### config.mk
export PLATFORM = sky130hd
export DESIGN_NAME = histogram_binning_accumulator
export DESIGN_NICKNAME = d
export VERILOG_FILES = /design/src/design/hba_pkg.sv /design/src/design/histogram_binning_accumulator.sv
export SDC_FILE = /design/constraint.sdc
export NUM_CORES = 2
export LEC_CHECK = 0
export ABC_AREA = 1
export BUFFER_PORTS_ARGS = -buffer_cell sky130_fd_sc_hd__clkbuf_2
export CAP_MARGIN = 40
export CORE_MARGIN = 2
export CORE_UTILIZATION = 30
export CTS_BUF_LIST = sky130_fd_sc_hd__clkbuf_8
export CTS_CLUSTER_SIZE = 24
export DETAILED_ROUTE_END_ITERATION = 8
export PLACE_DENSITY_LB_ADDON = 0.25
export SYNTH_ARGS = -nofsm -noshare
export SYNTH_HDL_FRONTEND = slang
export SYNTH_SLANG_ARGS = --single-unit
### constraint.sdc
create_clock -name i_clk -period 18.4 [get_ports i_clk]
set_clock_uncertainty 0.1 [all_clocks]
set_input_delay 4.6 -clock i_clk [delete_from_list [all_inputs] [get_ports i_clk]]
set_output_delay 4.6 -clock i_clk [all_outputs]
set_load 0.005 [all_outputs]
### src/design/hba_pkg.sv
// ----------------------------------------------------------------------------
// hba_pkg
// Shared constants and types for the histogram binning accumulator.
// ----------------------------------------------------------------------------
`default_nettype none

package hba_pkg;

    localparam int MAX_BINS    = 64;
    localparam int MIN_BINS    = 4;
    localparam int SAMPLE_BITS = 32;
    localparam int COUNT_BITS  = 32;
    localparam int BIN_W       = $clog2(MAX_BINS);
    localparam int NBINS_W     = BIN_W + 1;
    localparam int SHIFT_W     = 5;
    localparam int CMD_W       = 2;
    localparam int CFG_IDX_W   = 4;
    localparam int CFG_DATA_W  = 32;

    localparam int IN_RAW_W    = SAMPLE_BITS + BIN_W;
    localparam int IN_TDATA_W  = ((IN_RAW_W + 7) / 8) * 8;
    localparam int OUT_RAW_W   = BIN_W + COUNT_BITS + 2 * SAMPLE_BITS;
    localparam int OUT_TDATA_W = ((OUT_RAW_W + 7) / 8) * 8;

    localparam logic [CFG_IDX_W-1:0] REG_LOW_EDGE  = CFG_IDX_W'(0);
    localparam logic [CFG_IDX_W-1:0] REG_HIGH_EDGE = CFG_IDX_W'(1);
    localparam logic [CFG_IDX_W-1:0] REG_BIN_SHIFT = CFG_IDX_W'(2);
    localparam logic [CFG_IDX_W-1:0] REG_BIN_COUNT = CFG_IDX_W'(3);

    localparam logic [NBINS_W-1:0] BIN_COUNT_RST = NBINS_W'(MAX_BINS);

    typedef enum logic [CMD_W-1:0] {
        CMD_ADD   = 2'd0,
        CMD_READ  = 2'd1,
        CMD_CLEAR = 2'd2
    } t_cmd;

endpackage

`default_nettype wire

### src/design/histogram_binning_accumulator.sv
// ----------------------------------------------------------------------------
// histogram_binning_accumulator
// Counts signed samples into uniform bins with open-ended first and last bins,
// tracks extreme values seen in the end bins, and serves read/clear requests.
//
//  channel   direction  handshake                  payload
//  s stream  in         i_s_tvalid / o_s_tready    tdata {read_index, sample}, tuser command
//  m stream  out        o_m_tvalid / i_m_tready    tdata {max, min, value, index}
//  cfg       in         i_cfg_valid / o_cfg_ready  i_cfg_index, i_cfg_data
//
// one request per cycle while the m side is not stalled; results pass three
// register stages: input register, bin ram read, output register
// the bin ram is read from the input stage and written back from the read stage;
// a same-bin request right behind another gets the count forwarded from the write-back
// per-bin valid flops clear at reset and on a clear request, no sweep
// a stall on the m side holds the whole pipeline and drops o_s_tready
// ----------------------------------------------------------------------------
`default_nettype none

module histogram_binning_accumulator (
    input  wire logic                           i_clk,
    input  wire logic                           i_rst_n,
    input  wire logic                           i_s_tvalid,
    output logic                                o_s_tready,
    // sample[31:0], read_index[37:32], zero pad
    input  wire logic [hba_pkg::IN_TDATA_W-1:0] i_s_tdata,
    // command[1:0]
    input  wire logic [hba_pkg::CMD_W-1:0]      i_s_tuser,
    output logic                                o_m_tvalid,
    input  wire logic                           i_m_tready,
    // bin_index[5:0], bin_value[37:6], seen_min[69:38], seen_max[101:70], pad
    output logic [hba_pkg::OUT_TDATA_W-1:0]     o_m_tdata,
    input  wire logic                           i_cfg_valid,
    output logic                                o_cfg_ready,
    input  wire logic [hba_pkg::CFG_IDX_W-1:0]  i_cfg_index,
    input  wire logic [hba_pkg::CFG_DATA_W-1:0] i_cfg_data
);
    import hba_pkg::*;

    // configuration
    logic signed [SAMPLE_BITS-1:0] r_low_edge;
    logic signed [SAMPLE_BITS-1:0] r_high_edge;
    logic        [SHIFT_W-1:0]     r_bin_shift;
    logic        [NBINS_W-1:0]     r_bin_count;

    // tracked extremes
    logic signed [SAMPLE_BITS-1:0] r_seen_min;
    logic signed [SAMPLE_BITS-1:0] r_seen_max;
    logic signed [SAMPLE_BITS-1:0] n_seen_min;
    logic signed [SAMPLE_BITS-1:0] n_seen_max;

    // input stage
    logic                          r_a_vld;
    t_cmd                          r_a_cmd;
    logic signed [SAMPLE_BITS-1:0] r_a_sample;
    logic        [BIN_W-1:0]       r_a_ridx;

    // ram read stage
    logic                          r_b_vld;
    t_cmd                          r_b_cmd;
    logic        [BIN_W-1:0]       r_b_idx;
    logic signed [SAMPLE_BITS-1:0] r_b_min;
    logic signed [SAMPLE_BITS-1:0] r_b_max;
    logic        [COUNT_BITS-1:0]  r_rd;

    // write-back forward
    logic                          r_w_vld;
    logic        [BIN_W-1:0]       r_w_idx;
    logic        [COUNT_BITS-1:0]  r_w_val;

    // output stage
    logic                          r_o_vld;
    t_cmd                          r_o_cmd;
    logic        [BIN_W-1:0]       r_o_idx;
    logic        [COUNT_BITS-1:0]  r_o_val;
    logic signed [SAMPLE_BITS-1:0] r_o_min;
    logic signed [SAMPLE_BITS-1:0] r_o_max;

    // bin storage
    logic [COUNT_BITS-1:0] r_mem [MAX_BINS];
    logic [MAX_BINS-1:0]   r_valid;

    logic                   adv;
    logic                   s_acc;
    logic [NBINS_W-1:0]     nbins;
    logic [NBINS_W-1:0]     mid_max;
    logic                   a_lt_low;
    logic                   a_lt_high;
    logic [SAMPLE_BITS-1:0] a_diff;
    logic [SAMPLE_BITS-1:0] a_q;
    logic [BIN_W-1:0]       a_bin;
    logic [BIN_W-1:0]       a_idx;
    logic [COUNT_BITS-1:0]  b_base;
    logic [COUNT_BITS-1:0]  b_inc;
    logic                   b_wr;
    logic [BIN_W-1:0]       b_out_idx;
    logic [COUNT_BITS-1:0]  b_out_val;

    assign adv         = !r_o_vld || i_m_tready;
    assign o_s_tready  = adv;
    assign s_acc       = i_s_tvalid && adv;
    assign o_cfg_ready = 1'b1;

    // configuration writes
    always_ff @(posedge i_clk) begin
        if (!i_rst_n) begin
            r_low_edge  <= '0;
            r_high_edge <= '0;
            r_bin_shift <= '0;
            r_bin_count <= BIN_COUNT_RST;
        end else if (i_cfg_valid) begin
            case (i_cfg_index)
                REG_LOW_EDGE:  r_low_edge  <= i_cfg_data[SAMPLE_BITS-1:0];
                REG_HIGH_EDGE: r_high_edge <= i_cfg_data[SAMPLE_BITS-1:0];
                REG_BIN_SHIFT: r_bin_shift <= i_cfg_data[SHIFT_W-1:0];
                REG_BIN_COUNT: r_bin_count <= i_cfg_data[NBINS_W-1:0];
                default: begin
                end
            endcase
        end
    end

    // bin index
    always_comb begin
        if (r_bin_count < NBINS_W'(MIN_BINS)) begin
            nbins = NBINS_W'(MIN_BINS);
        end else if (r_bin_count > NBINS_W'(MAX_BINS)) begin
            nbins = NBINS_W'(MAX_BINS);
        end else begin
            nbins = r_bin_count;
        end
        mid_max   = nbins - NBINS_W'(3);
        a_lt_low  = r_a_sample < r_low_edge;
        a_lt_high = r_a_sample < r_high_edge;
        a_diff    = r_a_sample - r_low_edge;
        a_q       = a_diff >> r_bin_shift;
        if (a_lt_low) begin
            a_bin = '0;
        end else if (!a_lt_high) begin
            a_bin = BIN_W'(nbins - NBINS_W'(1));
        end else if (a_q > SAMPLE_BITS'(mid_max)) begin
            a_bin = BIN_W'(mid_max) + BIN_W'(1);
        end else begin
            a_bin = a_q[BIN_W-1:0] + BIN_W'(1);
        end
        case (r_a_cmd)
            CMD_ADD:  a_idx = a_bin;
            CMD_READ: a_idx = r_a_ridx;
            default:  a_idx = '0;
        endcase
    end

    // extremes
    always_comb begin
        n_seen_min = r_seen_min;
        n_seen_max = r_seen_max;
        if (r_a_vld) begin
            case (r_a_cmd)
                CMD_ADD: begin
                    if (a_lt_low) begin
                        if (r_a_sample < r_seen_min) begin
                            n_seen_min = r_a_sample;
                        end
                    end else if (!a_lt_high) begin
                        if (r_a_sample > r_seen_max) begin
                            n_seen_max = r_a_sample;
                        end
                    end
                end
                CMD_CLEAR: begin
                    n_seen_min = r_low_edge;
                    n_seen_max = r_high_edge;
                end
                default: begin
                end
            endcase
        end
    end

    // count update
    always_comb begin
        if (r_w_vld && (r_w_idx == r_b_idx)) begin
            b_base = r_w_val;
        end else if (r_valid[r_b_idx]) begin
            b_base = r_rd;
        end else begin
            b_base = '0;
        end
        b_inc     = (&b_base) ? b_base : b_base + COUNT_BITS'(1);
        b_wr      = r_b_vld && (r_b_cmd == CMD_ADD);
        b_out_idx = r_b_idx;
        case (r_b_cmd)
            CMD_ADD:  b_out_val = b_inc;
            CMD_READ: b_out_val = b_base;
            default:  b_out_val = '0;
        endcase
    end

    // pipeline control
    always_ff @(posedge i_clk) begin
        if (!i_rst_n) begin
            r_a_vld    <= 1'b0;
            r_b_vld    <= 1'b0;
            r_o_vld    <= 1'b0;
            r_w_vld    <= 1'b0;
            r_valid    <= '0;
            r_seen_min <= '0;
            r_seen_max <= '0;
        end else if (adv) begin
            r_a_vld    <= i_s_tvalid;
            r_b_vld    <= r_a_vld;
            r_o_vld    <= r_b_vld;
            r_w_vld    <= b_wr;
            r_seen_min <= n_seen_min;
            r_seen_max <= n_seen_max;
            if (r_b_vld && (r_b_cmd == CMD_CLEAR)) begin
                r_valid <= '0;
            end else if (b_wr) begin
                r_valid[r_b_idx] <= 1'b1;
            end
        end
    end

    // pipeline payload
    always_ff @(posedge i_clk) begin
        if (s_acc) begin
            r_a_cmd    <= t_cmd'(i_s_tuser);
            r_a_sample <= i_s_tdata[SAMPLE_BITS-1:0];
            r_a_ridx   <= i_s_tdata[SAMPLE_BITS +: BIN_W];
        end
        if (adv) begin
            r_b_cmd <= r_a_cmd;
            r_b_idx <= a_idx;
            r_b_min <= n_seen_min;
            r_b_max <= n_seen_max;
            r_w_idx <= r_b_idx;
            r_w_val <= b_inc;
            r_o_cmd <= r_b_cmd;
            r_o_idx <= b_out_idx;
            r_o_val <= b_out_val;
            r_o_min <= r_b_min;
            r_o_max <= r_b_max;
        end
    end

    // bin ram
    always_ff @(posedge i_clk) begin
        if (adv) begin
            r_rd <= r_mem[a_idx];
            if (b_wr) begin
                r_mem[r_b_idx] <= b_inc;
            end
        end
    end

    assign o_m_tvalid = r_o_vld;
    assign o_m_tdata  = {(OUT_TDATA_W - OUT_RAW_W)'(0), r_o_max, r_o_min, r_o_val, r_o_idx};

    // checks
    a_clear_flags: assert property (@(posedge i_clk) disable iff (!i_rst_n)
        adv && r_b_vld && (r_b_cmd == CMD_CLEAR) |=> (r_valid == '0))
        else $error("bin valid flags not cleared");

    a_fwd_valid: assert property (@(posedge i_clk) disable iff (!i_rst_n)
        r_w_vld |-> r_valid[r_w_idx])
        else $error("forwarded bin not marked valid");

    a_add_nonzero: assert property (@(posedge i_clk) disable iff (!i_rst_n)
        r_o_vld && (r_o_cmd == CMD_ADD) |-> (r_o_val != '0))
        else $error("add request returned zero count");

    a_stall_hold: assert property (@(posedge i_clk) disable iff (!i_rst_n)
        r_o_vld && !i_m_tready |=> r_o_vld && $stable(r_o_val) && $stable(r_w_vld))
        else $error("pipeline moved during stall");

endmodule

`default_nettype wire
==> reports/results.ini <==
[power_and_ir_drop]
seqPwrFrac = 0.517
p_per_area_nw_per_um2 = 95.7
swShare = 0.273
power.share.clock = 0.378
p_leak_nw = 51.2
p_sw_mw = 3.35
vdd_ir_drop_max_v = 0.0000560
finalPower_mw = 12.3
p_int_mw = 8.93
comb_power_share = 0.104

[cells_and_area]
area_growth_pct = 13.0
nets = 11390
drive_gt1_frac = 0.0959
largest_reg_flops = 2048
fillCellCount = 38307
largest_register = r_mem
reg_top3 = r_mem x2048, r_valid x64

[cts]
cts.path.max_buffers = 4
post_cts_buffers = 0
cts_tree = built
cts-root-buf = clkbuf_8
insertion_delay_ps = 1130
postCtsResizedCells = 0
cts_buffers = 422
postCtsHoldBufs = 0
clock_sinks = 2534
clkTransAtPathRegs_ps = 60
h-tree-depth = 5

[sta]
setup_tns_ps = 0
final_max_slew_viol_count = 0
period_minus_slack_ps = 10370
min_period_over_period = 0.564
hold_violations = 0
rsz0062_at_grt = no
finalSetupViolCount = 0
tightest_slew_ps = 1030
slew-limit-headroom = 0.312
clock.fmax_ghz = 0.0964
hold_ws_ps = 299

[die]
core_region_area_um2 = 376000
dieHeight_um = 619
die_w_um = 619
start_util = 0.302
rows = 225
die_area_um2 = 383000
ios = 190

[synth]
ys_ff_latch = 2534
synth_top_area_frac = 0.615
yosysSeqAreaShare = 0.652
synth_top_cells_by_area = edfxtp_1 (62%), nand3_1 (12%), nand2_1 (9.0%), dfxtp_1 (3.7%), inv_1 (3.3%)
netlist_area_um2 = 114000
synth_ff_type = edfxtp_1
ys_warn_count = 0
syn_area_per_cell_um2 = 10.3
async_flop_share = 0
synth_edf_count = 2326
netlist_instances = 11014
yosys.area.top_type = edfxtp_1
synthDistinctLibCells = 56

[placement]
hpwl_mm = 199
io_buffers = 184
place_congestion = 0.876

[setup_path]
crit_chain = clkbuf_2, nor2_4, buf_4, inv_8, clkbuf_2
criticalPathCategory = input pin to primary output
crit_top_cell = clkbuf_2
required_ps = 13700
slowest_delay_ps = 400
crit_path_end_kind = primary output
arrival_ps = 5670
crit_fanout = 73
cpMaxStageDelayCell = inv_8
cp-start-kind = input pin

[detailed_routing]
wl_per_cell_um = 22.0
drtPass1Iterations = 6
vias = 81452
ant_nets = 0
drt-total-wl_mm = 363
drc_errors = 0
viasPerCell = 4.93
drtIter0Drc = 7409

[grt]
antenna_found_initial = 11
grt_pass1_wl_mm = 527
grt_util_met3 = 0.0245
grt_pass1_vias = 76645
overflow = 0
grt_use_total = 0.184
grt_use_met2 = 0.297
busiest_layer = met2
use_met1 = 0.254
grt_max_degree = 166

[outcome]
status = complete, no violations

[job]
drv_cap = 0

[worst_hold_path]
min_path_type = register to register

[cells in the final DEF, fill, tap and decap left out, drive strengths merged, types with 41 or more instances in the layout]
cell and n:
nand2 2735, o22ai 70, o21ai 220, dfxtp 208, nor2 279, clkbuf 620
buf 241, inv 1187, ha 137, a22oi 41, a21oi 243, nand3b 130
clkinv 143, edfxtp 2326, nand3 2646, o211ai 65, xor2 41
[worst max-delay path, delay by kind of cell]
| kind | cells | cell delay [ps] |
|---|---|---|
| buffers and inverters | 4 | 930 |
| AND/OR/NAND/NOR | 1 | 40 |
[Yosys cell counts, types with 4 or more instances]
library cell and n:
nand2_1 2725, nand3_1 2643, edfxtp_1 2326, inv_1 999
clkbuf_1 336, nor2_1 275, buf_2 267, a21oi_1 242
o21ai_0 212, dfxtp_1 208, ha_1 137, nand3b_1 130
o22ai_1 70, o211ai_1 65, a22oi_1 41, xor2_1 41
buf_4 35, buf_1 31, buf_6 26, nand4_1 26
nor3_1 21, a31oi_1 17, a211oi_1 16, a31o_2 13
inv_2 10, o221ai_1 10, o21ai_1 8, xnor2_1 8
clkinv_1 7, nor3_2 7, nand2_2 6, nor4_1 6
o21bai_1 5, nand2_4 4
[power groups by stage]
stage	clock network (mW)	registers [mW]	logic (mW)
finish	4.65	6.35	1.28
global route	5.00	6.36	1.42
CTS	4.78	6.35	1.28
detailed placement	0	6.47	1.28
global placement	0	6.47	1.27
floorplan	0	6.45	0.817
[per-layer routing]
| layer | vias to the layer above | share of wire |
|---|---|---|
| met3 | 574 | 0.059 |
| met4 | 2 | 0.029 |
| met2 | 2455 | 0.47 |
| met5 | - | 0.000036 |
| li1 | 38458 | - |
| met1 | 39963 | 0.45 |
[area by class of cell]
class | instances | area (um2) | share of cell area
Clock buffer | 437 | 6010 | 0.0469
Multi-Input combinational cell | 6770 | 33400 | 0.261
Inverter | 1016 | 3830 | 0.0299
Timing Repair Buffer | 425 | 3040 | 0.0237
Sequential cell | 2534 | 74000 | 0.577
Tap cell | 4994 | 6250 | 0.0487
Clock inverter | 330 | 1630 | 0.0127
Antenna cell | 10 | 25.0 | 0.000195
[final timing paths]
path                            slack, ps    endpoint  depth (start not counted)          start
worst max-delay path                 8030  o_s_tready                          5     i_m_tready
worst min-delay path                  300  r_o_max[0]                          0     r_b_max[0]
worst max register to register       8440    r_rd[17]                         44  r_a_sample[0]
worst min register to register        300  r_o_max[0]                          0     r_b_max[0]
[stage by stage]
step / std cells / util / setup WS [ps] / instance area, um2
6_report: 16516 / 0.341 / 8030 / 128000
5_1_grt: 16508 / 0.341 / 7800 / 128000
4_1_cts: 16506 / 0.341 / 8020 / 128000
3_5_place_dp: 15739 / 0.321 / 8040 / 121000
3_3_place_gp: 15710 / 0.320 / 8040 / 120000
2_1_floorplan: 11015 / - / 2280 / 114000
[logic make-up after synthesis]
kind of cell | share of synthesized area
and+or+nand+nor | 0.229
DFF | 0.652
xor gates and xnor gates | 0.00378
adders and majority gates | 0.0153
buffers and inverters | 0.0624
other | 0.0000662
AOI/OAI and AO/OA | 0.0369
muxes | 0.0000882
Note: power is estimated with default switching activity, not from simulation.
